**src/nfa_pkg.sv**
```systemverilog
// ----------------------------------------------------------------------------
// nfa_pkg
// shared constants, types and helpers of the next-fit heap allocator
// ----------------------------------------------------------------------------
package nfa_pkg;

    localparam int HEAP_UNITS = 4096;
    localparam int UNIT_BYTES = 16;
    localparam int UNIT_SHIFT = $clog2(UNIT_BYTES);
    localparam int IDX_W      = $clog2(HEAP_UNITS);
    localparam int SIZE_W     = IDX_W + 1;
    localparam int WALK_LIMIT = HEAP_UNITS + 2;
    localparam int CNT_W      = $clog2(WALK_LIMIT + 1);
    localparam int BYTES_W    = 16;
    localparam int ENTRY_W    = IDX_W + SIZE_W;

    localparam logic OP_ALLOC    = 1'b0;
    localparam logic OP_FREE     = 1'b1;
    localparam logic ST_OK       = 1'b0;
    localparam logic ST_NO_SPACE = 1'b1;

    typedef struct packed {
        logic [IDX_W-1:0]  link;
        logic [SIZE_W-1:0] size;
    } t_entry;

    typedef enum logic [3:0] {
        S_INIT0, S_INIT1, S_IDLE, S_A_ROV, S_A_CHECK, S_A_SPLIT,
        S_F_WALK, S_F_BLK, S_F_NX, S_F_WB, S_F_WP, S_RESULT
    } t_state;

    typedef enum logic [3:0] {
        CMD_NONE, CMD_INIT0, CMD_INIT1, CMD_START, CMD_A_ROV, CMD_A_CHECK,
        CMD_A_SPLIT, CMD_F_WALK, CMD_F_BLK, CMD_F_NX, CMD_F_WB, CMD_F_WP
    } t_cmd;

    typedef struct packed {
        logic in_free;
        logic in_bad;
        logic limit;
        logic fit;
        logic exact;
        logic at_rover;
        logic found;
        logic merge_next;
    } t_dp_status;

    function automatic logic [SIZE_W-1:0] sat_add(input logic [SIZE_W-1:0] a,
                                                  input logic [SIZE_W-1:0] b);
        logic [SIZE_W:0] s;
        s = {1'b0, a} + {1'b0, b};
        if (s > (SIZE_W+1)'(HEAP_UNITS)) begin
            return SIZE_W'(HEAP_UNITS);
        end
        return s[SIZE_W-1:0];
    endfunction

endpackage

```
**src/nfa_ctrl.sv**
```systemverilog
// ----------------------------------------------------------------------------
// nfa_ctrl
// sequencer for header store init, allocation walk and free walk with merge
// ----------------------------------------------------------------------------
module nfa_ctrl (
    input  logic                  i_clk,
    input  logic                  i_rst_n,
    input  logic                  i_in_valid,
    input  logic                  i_out_free,
    input  nfa_pkg::t_dp_status   i_status,
    output logic                  o_in_ready,
    output logic                  o_out_load,
    output nfa_pkg::t_cmd         o_cmd
);
    nfa_pkg::t_state r_state, n_state;

    always_ff @(posedge i_clk) begin
        if (!i_rst_n) begin
            r_state <= nfa_pkg::S_INIT0;
        end else begin
            r_state <= n_state;
        end
    end

    always_comb begin
        n_state    = r_state;
        o_in_ready = 1'b0;
        o_out_load = 1'b0;
        o_cmd      = nfa_pkg::CMD_NONE;
        unique case (r_state)
            nfa_pkg::S_INIT0: begin
                o_cmd   = nfa_pkg::CMD_INIT0;
                n_state = nfa_pkg::S_INIT1;
            end
            nfa_pkg::S_INIT1: begin
                o_cmd   = nfa_pkg::CMD_INIT1;
                n_state = nfa_pkg::S_IDLE;
            end
            nfa_pkg::S_IDLE: begin
                o_in_ready = 1'b1;
                if (i_in_valid) begin
                    o_cmd = nfa_pkg::CMD_START;
                    priority if (!i_status.in_free) begin
                        n_state = nfa_pkg::S_A_ROV;
                    end else if (i_status.in_bad) begin
                        n_state = nfa_pkg::S_RESULT;
                    end else begin
                        n_state = nfa_pkg::S_F_WALK;
                    end
                end
            end
            nfa_pkg::S_A_ROV: begin
                o_cmd   = nfa_pkg::CMD_A_ROV;
                n_state = nfa_pkg::S_A_CHECK;
            end
            nfa_pkg::S_A_CHECK: begin
                o_cmd = nfa_pkg::CMD_A_CHECK;
                priority if (i_status.limit) begin
                    n_state = nfa_pkg::S_RESULT;
                end else if (i_status.fit && i_status.exact) begin
                    n_state = nfa_pkg::S_RESULT;
                end else if (i_status.fit) begin
                    n_state = nfa_pkg::S_A_SPLIT;
                end else if (i_status.at_rover) begin
                    n_state = nfa_pkg::S_RESULT;
                end
            end
            nfa_pkg::S_A_SPLIT: begin
                o_cmd   = nfa_pkg::CMD_A_SPLIT;
                n_state = nfa_pkg::S_RESULT;
            end
            nfa_pkg::S_F_WALK: begin
                o_cmd = nfa_pkg::CMD_F_WALK;
                priority if (i_status.limit) begin
                    n_state = nfa_pkg::S_RESULT;
                end else if (i_status.found) begin
                    n_state = nfa_pkg::S_F_BLK;
                end
            end
            nfa_pkg::S_F_BLK: begin
                o_cmd   = nfa_pkg::CMD_F_BLK;
                n_state = i_status.merge_next ? nfa_pkg::S_F_NX : nfa_pkg::S_F_WB;
            end
            nfa_pkg::S_F_NX: begin
                o_cmd   = nfa_pkg::CMD_F_NX;
                n_state = nfa_pkg::S_F_WB;
            end
            nfa_pkg::S_F_WB: begin
                o_cmd   = nfa_pkg::CMD_F_WB;
                n_state = nfa_pkg::S_F_WP;
            end
            nfa_pkg::S_F_WP: begin
                o_cmd   = nfa_pkg::CMD_F_WP;
                n_state = nfa_pkg::S_RESULT;
            end
            nfa_pkg::S_RESULT: begin
                if (i_out_free) begin
                    o_out_load = 1'b1;
                    n_state    = nfa_pkg::S_IDLE;
                end
            end
            default: begin
                n_state = nfa_pkg::S_IDLE;
            end
        endcase
    end
endmodule

```
**config.mk**
```make
export PLATFORM = sky130hd
export DESIGN_NAME = nfa_ctrl
export DESIGN_NICKNAME = d
export VERILOG_FILES = /design/src/nfa_pkg.sv /design/src/nfa_ctrl.sv
export SDC_FILE = /design/constraint.sdc
export NUM_CORES = 1
export LEC_CHECK = 0
export BUFFER_PORTS_ARGS = -buffer_cell sky130_fd_sc_hd__clkbuf_2
export CAP_MARGIN = 30
export CORE_AREA = 5 5 42 44
export CTS_BUF_LIST = sky130_fd_sc_hd__clkbuf_8
export DETAILED_ROUTE_END_ITERATION = 10
export DIE_AREA = 0 0 47 49
export GPL_TIMING_DRIVEN = 0
export PLACE_DENSITY = 0.64
export SYNTH_ARGS = -nofsm -noshare
export SYNTH_HDL_FRONTEND = slang
export SYNTH_SLANG_ARGS = --single-unit
```
**constraint.sdc**
```tcl
create_clock -name i_clk -period 1.55 [get_ports i_clk]
set_input_delay 0.31 -clock i_clk [delete_from_list [all_inputs] [get_ports i_clk]]
set_output_delay 0.31 -clock i_clk [all_outputs]
set_load 0.05 [all_outputs]
```
== Word-level counts from Yosys, hierarchy flattened ==
Cells that the tools add are included.
Word-level totals
  register bits after elaboration: 4
  output and inout port bits: 6
  word-level logic and storage cells: 37
Cells by class
  eq/ne operators: 15
  mux-type cells: 17
  reduce and logical (&&, ||, !) cells: 4
Operators by type and width (count)
  4-bit case mux with 11 select lines: 1
  4-bit 2-to-1 mux: 10
  4-bit case mux with 10 select lines: 1
  4-bit by 3-bit == test with 1-bit output, second input constant: 4
  4-bit == test, second input constant: 4
  4-bit by 2-bit == test with 1-bit output, second input constant: 2
  5-bit != test, second input constant: 1
  4-bit by 1-bit == test with 1-bit output, second input constant: 1
  4-bit logical NOT: 1
  1-bit 2-to-1 mux: 4
  2-bit != test, second input constant: 2
  4-bit AND reduction: 1
  3-bit != test, second input constant: 1
  2-bit 2-to-1 mux: 1
  2-bit OR reduction: 1
  1-bit logical AND: 1

== Longest topological paths before layout ==
Gate-level depths: netlist of the first run.
  depth after elaboration: 5
  mapped depth: 6
  depth with buffers taken out: 5

== Least setup slack after synthesis of the first run ==
OpenSTA, ideal clock, no wires.
  kind: reg-to-output
  start: register r_state[3]
  end: output o_cmd[0]
  arrival: 1900 ps
  required time: 1240 ps
  slack: -660 ps
  stages on the path, launching flop included: 5
  buffers on the path: 1
  cell sequence: dfxtp_1 > buf_2 > or2_2 > nor2_1 > a221oi_1
Between the ends
  cells in the longest elaborated chain, start to end: 2
  elaborated cells between the ends (all ways): 12
RTL lines
  start, declared: RTL line nfa_ctrl.sv:15  | nfa_pkg::t_state r_state, n_state;
  start signal, assigned: RTL line nfa_ctrl.sv:19  | r_state <= nfa_pkg::S_INIT0;
  start signal, assigned: RTL line nfa_ctrl.sv:21  | r_state <= n_state;
  4-bit == test, or another cell as far along: RTL line nfa_ctrl.sv:30  | unique case (r_state)
  4-bit case mux with 11 select lines (*): RTL line nfa_ctrl.sv:30
  end, declared: RTL line nfa_ctrl.sv:13  | output nfa_pkg::t_cmd o_cmd
Every way passes the cells marked *; elsewhere a longest branch is shown, timed or not.

== Worst setup path in the final report of the first run ==
  start: register r_state[3]
  end: output o_cmd[1]
Same word-level chain as after synthesis.

==> summary.txt, run 1 <==
crit path cell chain - buf_6 -> or2_4 -> nor2_4 -> o21ai_1 -> o211a_1 -> buf_8
Setup TNS - -301 ps
placed cell area - 569 sq um
Post-Syn Instances - 58
hold crit path type - in -> reg
Non-Filler Instances - 104
RR Startpoint - r_state[0]
Initial Util - 0.309
CTS Buffer Depth - 2
slowest CP cell - dfxtp_2
Netlist cell types - 35
Congestion Overflow GR - 0
DR DRC count - 0
post-route ant nets - 0
nets - 102
first-pass GRT wire length - 2.48 mm
Tot GR Track Use - 0.143
CTS buffer count - 3
worst setup path category - reg -> out
max incr delay on CP - 310 ps
Mapped Avg Cell Area - 7.46 sq um
CP Launch Type - flop
top cell type's share of synthesized area - 0.185
IO Count - 18
Sink Count - 4
Reg-to-Reg End - r_state[0]
WP data arrival - 1340 ps
CP delay by family, top - simple AND/OR/NAND/NOR gates
vias in the first global route - 594
fin crit period - 1650 ps
Net Count, Synth - 70
Worst Skew - 3.68 ps
largest net degree at the start of global routing - 11
required time of the critical path - 1240 ps
Final Hold Fails - 0
synthesis-to-finish area growth - 85.5%
Pwr Density - 2150 nW/um^2
worst setup path endpoint - o_cmd[1]
Synth Cell Area - 433 sq um
Top reg by flops - r_state
hpwl dp - 949 um
vias per inst - 5.21
Die ar. - 2300 sq um
ANT cells - 0
CP Launch Point - r_state[3]
unrepaired setup endpoints after global routing - true
die height - 49 um
clk root buf - clkbuf_8
status - finished, violations left
Max-Cap Viols - 0
design area - 803 sq um
cells on worst reg2reg path - 5
vias - 542
DRT iter0 DRCs - 3
port bufs - 17
WL/cell - 13.6 um
pre-CTS setup slack - -252 ps
H-Tree Depth - 1
crit path capture type - primary output
clk slew on worst S/H paths - 30 ps
final worst setup slack - -104 ps
initial antenna violation count - 0
Detailed Route WL - 1.42 mm
Core Region - 1400 sq um
placed insts - 91
Crit Path Max Fanout - 5
layout cell share with drive strength beyond 1 - 0.534
CTS tree - yes
insertion delay to the later sink of the worst-skew pair - 210 ps
Synth area leaders - dfxtp_1 (18%), nand2b_1 (5.8%), nor2b_1 (5.8%), nor2_1 (4.3%), buf_2 (3.5%)
Highest Clock Rate - 605 MHz
failing checks - negative setup slack
Crit path depth - 6
synth warn - 0
max FFs per register - 4
Worst VDD drop - 1.33 mV
hold_ws - 385 ps
RePlAce Congestion - 0.809
fillers - 129
Leakage - 0.356 nW
WP buf/inv - 2
Seq cells post-synth - 4
Die X - 47 um
cell taking the most area after synthesis - dfxtp_1
period utilisation layout - 1.07
Least-Margin Pin Slew - 348 ps
final max-slew violation count - 0
R2R setup slack - -20 ps
Rel. slew slack - 0.768
largest registers - r_state x4
Final setup viols - 4
row cnt - 14
total iterations of the first detailed-routing run - 4
Seq/Total Area, Yosys - 0.185
-- synthesized netlist by cell type, drive strengths merged --
master   n
nor2     5
buf      4
dfxtp    4
nand2b   4
nor2b    4
o21ai    4
nand3    3
a211oi   2
a21oi    2
nand2    2
o2111ai  2
o21a     2
a21o     1
a221oi   1
a31oi    1
and2     1
and3b    1
and4b    1
inv      1
mux2     1
nor3     1
nor3b    1
nor4     1
nor4b    1
nor4bb   1
o211a    1
o21bai   1
o22ai    1
or2      1
or3      1
or4b     1
xor2     1
-- metal layers --
layer  GRT usage  up-vias  wire, um  share of wire
met1       0.155      248       555           0.39
met2       0.244       14       781           0.55
met3      0.0443        2        60          0.042
li1            -      278         -              -
met4      0.0553        0        21          0.015
met5           0        -         0              0
-- cells in the final DEF, fill, tap and decap left out, drive strengths merged, types with 3 or more instances in the layout --
master,netlist,layout
dfxtp,4,4
clkbuf,0,14
nand2b,4,4
nor2,5,5
o21ai,4,4
buf,4,20
nand3,3,3
nor2b,4,4
-- worst min path at each step --
stage             from  slack (ps)          to  cells past startpoint
5_1_grt        i_rst_n         390  r_state[3]                      2
3_3_place_gp   i_rst_n         590  r_state[3]                      2
2_1_floorplan  i_rst_n         430  r_state[3]                      1
6_report       i_rst_n         390  r_state[3]                      2
3_5_place_dp   i_rst_n         600  r_state[3]                      2
4_1_cts        i_rst_n         370  r_state[0]                      2
-- stage by stage --
| stage | power [mW] | utilization |
|---|---|---|
| after detailed placement | 1.07 | 0.406 |
| final | 1.73 | 0.573 |
| after CTS | 1.62 | 0.544 |
| after floorplan | 0.900 | - |
| after global placement | 1.06 | 0.406 |
| after global routing | 1.84 | 0.573 |
-- logic make-up (layout without fill, tap and decap cells) --
kind of cell,Yosys count,after routing,synth area share
multiplexers,1,1,0.0260
buffers and inverters,5,35,0.0607
XOR/XNOR,1,1,0.0202
AO/OA/AOI/OAI,18,18,0.301
AND/OR/NAND/NOR,29,29,0.408
flip-flops,4,4,0.185
-- power by group --
| group | internal (mW) | switching [mW] | leakage [nW] |
|---|---|---|---|
| Clock | 0.165 | 0.0497 | 0.0216 |
| Combinational | 0.622 | 0.675 | 0.299 |
| Sequential | 0.162 | 0.0551 | 0.0350 |
-- cell type report --
type | count | area (sq um) | area share
well taps | 16 | 20.0 | 0.0249
repair buffers | 27 | 224 | 0.279
flip-flops and latches | 4 | 90.1 | 0.112
multi-input cells | 49 | 383 | 0.477
plain buffers | 4 | 41.3 | 0.0514
clock buffers | 3 | 41.3 | 0.0514
inverters | 1 | 3.75 | 0.00467
-- repair_timing --
action | 4_1_cts | 5_1_grt
buffers inserted | 9 | 1
hold endpoints to repair | 0 | 0
gates resized for setup | 26 | 13
pin swaps | 2 | 3
endpoints found under the setup margin | 7 | 9
hold buffers | 0 | 0
(Power assumes the default switching activity.)
==> inputs of run 2 (changes only) <==
- BUFFER_PORTS_ARGS: -buffer_cell sky130_fd_sc_hd__clkbuf_2 -> unset
- DONT_BUFFER_PORTS: unset -> 1
- PLACE_DENSITY: 0.64 -> 0.52
==> run 2 against run 1 <==
Effect of this change:
- the run still ends with negative setup slack left
- final cell count shrank 18%
- sequential power is essentially flat
- global-route usage shrank 0.16 points
- critical endpoint is now o_cmd[0]
- via count shrank 11%
- first-iteration DRC count shrank 67%
- die area is the same
- utilization shrank 5.7 points
- combinational power shrank 7%
- largest cell class unchanged
- non-clock buffer count shrank 19
- critical path type unchanged
==> summary.txt, run 2 (synthesis gave the netlist of run 1 again) <==
status - finished, violations left (unchanged)
clk root buf - clkbuf_8 (unchanged)
Leakage - 0.263 nW (was 0.356 nW)
Core Region - 1400 sq um (unchanged)
CTS Buffer Depth - 2 (unchanged)
CTS buffer count - 3 (unchanged)
RR Startpoint - r_state[3] (was r_state[0])
Psw - 785 uW (was 780 uW)
clock share of power - 0.132 (was 0.124)
Die X - 47 um (unchanged)
largest registers - r_state x4 (unchanged)
Crit Path Max Fanout - 4 (was 5)
pre-CTS setup slack - -198 ps (was -252 ps)
Top reg by flops - r_state (unchanged)
vias - 483 (was 542)
combinational power share - 0.735 (was 0.750)
hpwl dp - 886 um (was 949 um)
vias in the first global route - 536 (was 594)
most frequent cells in the layout - buf_4 (7), nand2b_1 (4), nor2b_1 (4) (was clkbuf_2 (11), buf_4 (9), buf_6 (6))
Pwr Density - 2270 nW/um^2 (was 2150 nW/um^2)
WL/cell - 15.8 um (was 13.6 um)
failing checks - negative setup slack (unchanged)
Pint - 857 uW (was 950 uW)
Congestion Overflow GR - 0 (unchanged)
post-route ant nets - 0 (unchanged)
initial antenna violation count - 0 (unchanged)
Rel. slew slack - 0.587 (was 0.768)
required time of the critical path - 1240 ps (about the same)
first-pass GRT wire length - 2.40 mm (was 2.48 mm)
Initial Util - 0.309 (unchanged)
synthesis-to-finish area growth - 67.1% (was 85.5%)
clk slew on worst S/H paths - 30 ps (about the same)
Detailed Route WL - 1.34 mm (was 1.42 mm)
max FFs per register - 4 (unchanged)
DRT iter0 DRCs - 1 (was 3)
row cnt - 14 (unchanged)
Sink Count - 4 (unchanged)
hold crit path type - in -> reg (unchanged)
Die ar. - 2300 sq um (unchanged)
Tot GR Track Use - 0.141 (was 0.143)
hold_ws - 212 ps (was 385 ps)
CTS tree - yes (unchanged)
die height - 49 um (unchanged)
Switching Share - 0.478 (was 0.451)
Setup TNS - -361 ps (was -301 ps)
IO Count - 18 (unchanged)
Final setup viols - 5 (was 4)
Reg power frac - 0.132 (was 0.126)
Highest Clock Rate - 603 MHz (was 605 MHz)
total power draw - 1.64 mW (was 1.73 mW)
fillers - 135 (was 129)
most common cell after layout, fill and taps aside - buf_4 (was clkbuf_2)
CP Launch Type - flop (unchanged)
vias per inst - 5.68 (was 5.21)
final max-slew violation count - 0 (unchanged)
worst setup path category - reg -> out (unchanged)
insertion delay to the later sink of the worst-skew pair - 210 ps (about the same)
unrepaired setup endpoints after global routing - true (unchanged)
Worst Skew - 1.14 ps (was 3.68 ps)
CP Launch Point - r_state[3] (unchanged)
DR DRC count - 0 (unchanged)
ANT cells - 0 (unchanged)
WP data arrival - 1350 ps (was 1340 ps)
layout cell share with drive strength beyond 1 - 0.478 (was 0.534)
crit path capture type - primary output (unchanged)
port bufs - 0 (was 17)
period utilisation layout - 1.07 (about the same)
final worst setup slack - -109 ps (was -104 ps)
H-Tree Depth - 1 (unchanged)
fin crit period - 1660 ps (was 1650 ps)
Final Hold Fails - 0 (unchanged)
Least-Margin Pin Slew - 617 ps (was 348 ps)
nets - 83 (was 102)
total iterations of the first detailed-routing run - 2 (was 4)
Max-Cap Viols - 0 (unchanged)
Worst VDD drop - 0.775 mV (was 1.33 mV)
RePlAce Congestion - 0.731 (was 0.809)
Hold Path Origin - i_rst_n (unchanged)
largest net degree at the start of global routing - 11 (unchanged)
-- run 2: cell count changes in the layout (fill, tap and decap cells not counted), moves of 2 or more --
cell      delta
clkbuf_2    -11
buf_6        -4
buf_8        -4
buf_12       +2
buf_4        -2
-- run 2: power groups by stage --
stage                     Clock [mW]  Sequential [mW]  Combinational [mW]
final                          0.217            0.217                1.21
after floorplan                    0            0.172               0.729
after global placement             0            0.186               0.812
after global routing           0.232            0.224                1.27
after CTS                      0.221            0.202                1.08
after detailed placement           0            0.182               0.811
-- run 2: path summary, 6_finish.rpt --
kind / slack (ps) / endpoint / cells after the start
worst min register to register: 670 / r_state[1] / 3
worst max-delay path: -110 / o_cmd[0] / 4
worst max register to register: -60 / r_state[3] / 6
worst min-delay path: 210 / r_state[0] / 1
-- run 2: metrics by stage --
stage / util / area (sq um) / instances
after floorplan: - / 464 / 58
after global placement: 0.346 / 484 / 74
after detailed placement: 0.346 / 484 / 74
after CTS: 0.471 / 659 / 84
after global routing: 0.516 / 723 / 85
final: 0.516 / 723 / 85
-- run 2: per-layer routing --
metal  global-route usage  vias up  wire (um)
li1                     -      242          -
met1                0.161      225        561
met2                0.215       14        679
met3               0.0480        2         80
met4               0.0876        0         19
met5                    0        -          0
-- run 2: worst max-delay path: stages, from the launching register on --
cell      delay, ps
dfxtp_2         320
buf_6           100
or2_4           120
nor2_4           40
a221oi_4        550
-- run 2: what timing repair did --
item	4_1_cts	5_1_grt
setup buffers	7	1
endpoints found under the setup margin	7	9
pin swaps	7	6
gates resized for setup	23	11
hold buffers	0	0
-- run 2: final cells by class --
class                      instances  area [sq um]  share of cell area
multi-input combinational         49           438               0.606
sequential                         4          90.1               0.125
timing repair buffer               8          76.3               0.106
buffer                             4          53.8              0.0744
clock buffer                       3          41.3              0.0571
tap                               16          20.0              0.0277
inverter                           1          3.75             0.00519
==> inputs of run 3 (changes only) <==
- HOLD_SLACK_MARGIN: unset -> 0.06
- TNS_END_PERCENT: unset -> 5
==> run 3 against run 2 <==
Effect of this change:
- the run still ends with negative setup slack left
- clock power about the same
- sequential power barely moved
- cell area down 12%
- clock skew hardly changed
- global-route usage down 1.8 points
- total power decreased by 12%
- via count shrank 6.4%
- sequential share of layout area increased by 1.7 points
- utilization fell by 6.1 points
- wire length down 11%
- combinational power fell by 17%
- critical endpoint unchanged
==> summary.txt, run 3 (synthesis gave the netlist of run 1 again) <==
Least-Margin Pin Slew - 591 ps (was 617 ps)
vias in the first global route - 482 (was 536)
IO Count - 18 (unchanged)
Worst Skew - 0.862 ps (was 1.14 ps)
Final setup viols - 5 (unchanged)
CTS buffer count - 3 (unchanged)
final max-slew violation count - 0 (unchanged)
Crit Path Max Fanout - 4 (unchanged)
vias - 452 (was 483)
Core Region - 1400 sq um (unchanged)
first-pass GRT wire length - 2.08 mm (was 2.40 mm)
Die X - 47 um (unchanged)
placed cell area - 484 sq um (unchanged)
max incr delay on CP - 550 ps (about the same)
post-route ant nets - 0 (unchanged)
DRT iter0 DRCs - 1 (unchanged)
die height - 49 um (unchanged)
most frequent cells in the layout - nand2b_1 (4), nor2b_1 (4) (was buf_4 (7), nand2b_1 (4), nor2b_1 (4))
failing checks - negative setup slack (unchanged)
initial antenna violation count - 0 (unchanged)
CP Launch Type - flop (unchanged)
H-Tree Depth - 1 (unchanged)
largest registers - r_state x4 (unchanged)
hpwl dp - 886 um (unchanged)
Max-Cap Viols - 0 (unchanged)
Top reg by flops - r_state (unchanged)
synthesis-to-finish area growth - 47.4% (was 67.1%)
Pwr Density - 2270 nW/um^2 (about the same)
required time of the critical path - 1240 ps (about the same)
Initial Util - 0.309 (unchanged)
Sink Count - 4 (unchanged)
register area - 90.1 sq um (unchanged)
crit path cell chain - buf_6 -> or2_4 -> nor2_4 -> a221oi_4 (unchanged)
nets - 78 (was 83)
pre-CTS setup slack - -198 ps (unchanged)
design area - 638 sq um (was 723 sq um)
clk root buf - clkbuf_8 (unchanged)
crit path capture type - primary output (unchanged)
port bufs - 0 (unchanged)
WP data arrival - 1350 ps (about the same)
row cnt - 14 (unchanged)
Final Core Density - 0.455 (was 0.516)
Leakage - 0.237 nW (was 0.263 nW)
RePlAce Congestion - 0.731 (unchanged)
Worst VDD drop - 0.710 mV (was 0.775 mV)
Rel. slew slack - 0.604 (was 0.587)
Final Hold Fails - 0 (unchanged)
Non-Filler Instances - 80 (was 85)
Die ar. - 2300 sq um (unchanged)
max FFs per register - 4 (unchanged)
unrepaired setup endpoints after global routing - true (unchanged)
clk slew on worst S/H paths - 30 ps (about the same)
multi-input logic area - 403 sq um (was 438 sq um)
largest net degree at the start of global routing - 11 (unchanged)
Tot GR Track Use - 0.123 (was 0.141)
insertion delay to the later sink of the worst-skew pair - 210 ps (about the same)
Highest Clock Rate - 603 MHz (about the same)
fin crit period - 1660 ps (about the same)
slowest CP cell - a221oi_4 (unchanged)
hold crit path type - in -> reg (unchanged)
vias per inst - 5.65 (was 5.68)
placed insts - 74 (unchanged)
hold_ws - 211 ps (was 212 ps)
final worst setup slack - -108 ps (was -109 ps)
Congestion Overflow GR - 0 (unchanged)
CTS tree - yes (unchanged)
ANT cells - 0 (unchanged)
status - finished, violations left (unchanged)
DR DRC count - 0 (unchanged)
total iterations of the first detailed-routing run - 3 (was 2)
worst setup path category - reg -> out (unchanged)
period utilisation layout - 1.07 (about the same)
Hold Buf Count CTS - 0 (unchanged)
layout cell share with drive strength beyond 1 - 0.391 (was 0.478)
fillers - 145 (was 135)
WL/cell - 14.9 um (was 15.8 um)
Detailed Route WL - 1.19 mm (was 1.34 mm)
CTS Buffer Depth - 2 (unchanged)
==> run 3: cell count changes in the layout (fill, tap and decap cells not counted) <==
cell / change
a211oi_1: +1
a211oi_2: -1
a21oi_1: +1
a21oi_2: -1
buf_12: -1
buf_4: -4
nand2_4: +1
nand2_8: -1
nor4b_1: +1
nor4b_2: -1
xor2_2: +1
xor2_4: -1
==> run 3: cell type report <==
type / count / share of cell area
Buffer: 4 / 0.0843
Clock buffer: 3 / 0.0647
Inverter: 1 / 0.00588
Multi-Input combinational cell: 49 / 0.631
Tap cell: 16 / 0.0314
Timing Repair Buffer: 3 / 0.0412
Sequential cell: 4 / 0.141
==> run 3: where the power goes <==
part	switching [mW]	internal, mW	leakage [nW]
clock	0.0519	0.165	0.0216
sequential	0.0567	0.163	0.0350
combinational	0.609	0.403	0.180
total	0.718	0.731	0.237
==> run 3: routing by layer <==
layer,wire [um],GRT usage,share of wire,vias to the layer above
met5,0,0,0,-
met4,19,0.0829,0.016,0
met3,98,0.0443,0.082,2
met2,556,0.183,0.47,12
met1,515,0.141,0.43,209
li1,-,-,-,229
==> run 3: through the flow <==
step | total power [mW] | setup TNS [ps]
floorplan | 0.900 | -183
global placement | 0.998 | -622
global route | 1.53 | -698
detailed placement | 0.993 | -603
finish | 1.45 | -300
CTS | 1.40 | -418
==> run 3: path summary, 6_finish.rpt <==
path | start | to | slack [ps] | depth (start not counted)
worst min register to register | r_state[3] | r_state[1] | 670 | 3
worst max-delay path | r_state[3] | o_cmd[0] | -110 | 4
worst min-delay path | i_rst_n | r_state[0] | 210 | 1
worst max register to register | r_state[3] | r_state[3] | -50 | 6
==> run 3: repair_timing <==
item,4_1_cts,5_1_grt
setup buffers,3,0
pin swaps,5,5
gates resized for setup,24,5
endpoints found under the setup margin,7,9
==> run 3: critical path: cells and delay by family, from the launching register on <==
family / cells / cell delay, ps
buf+inv: 1 / 100
flops: 1 / 320
compound gates: 1 / 550
simple gates: 2 / 160
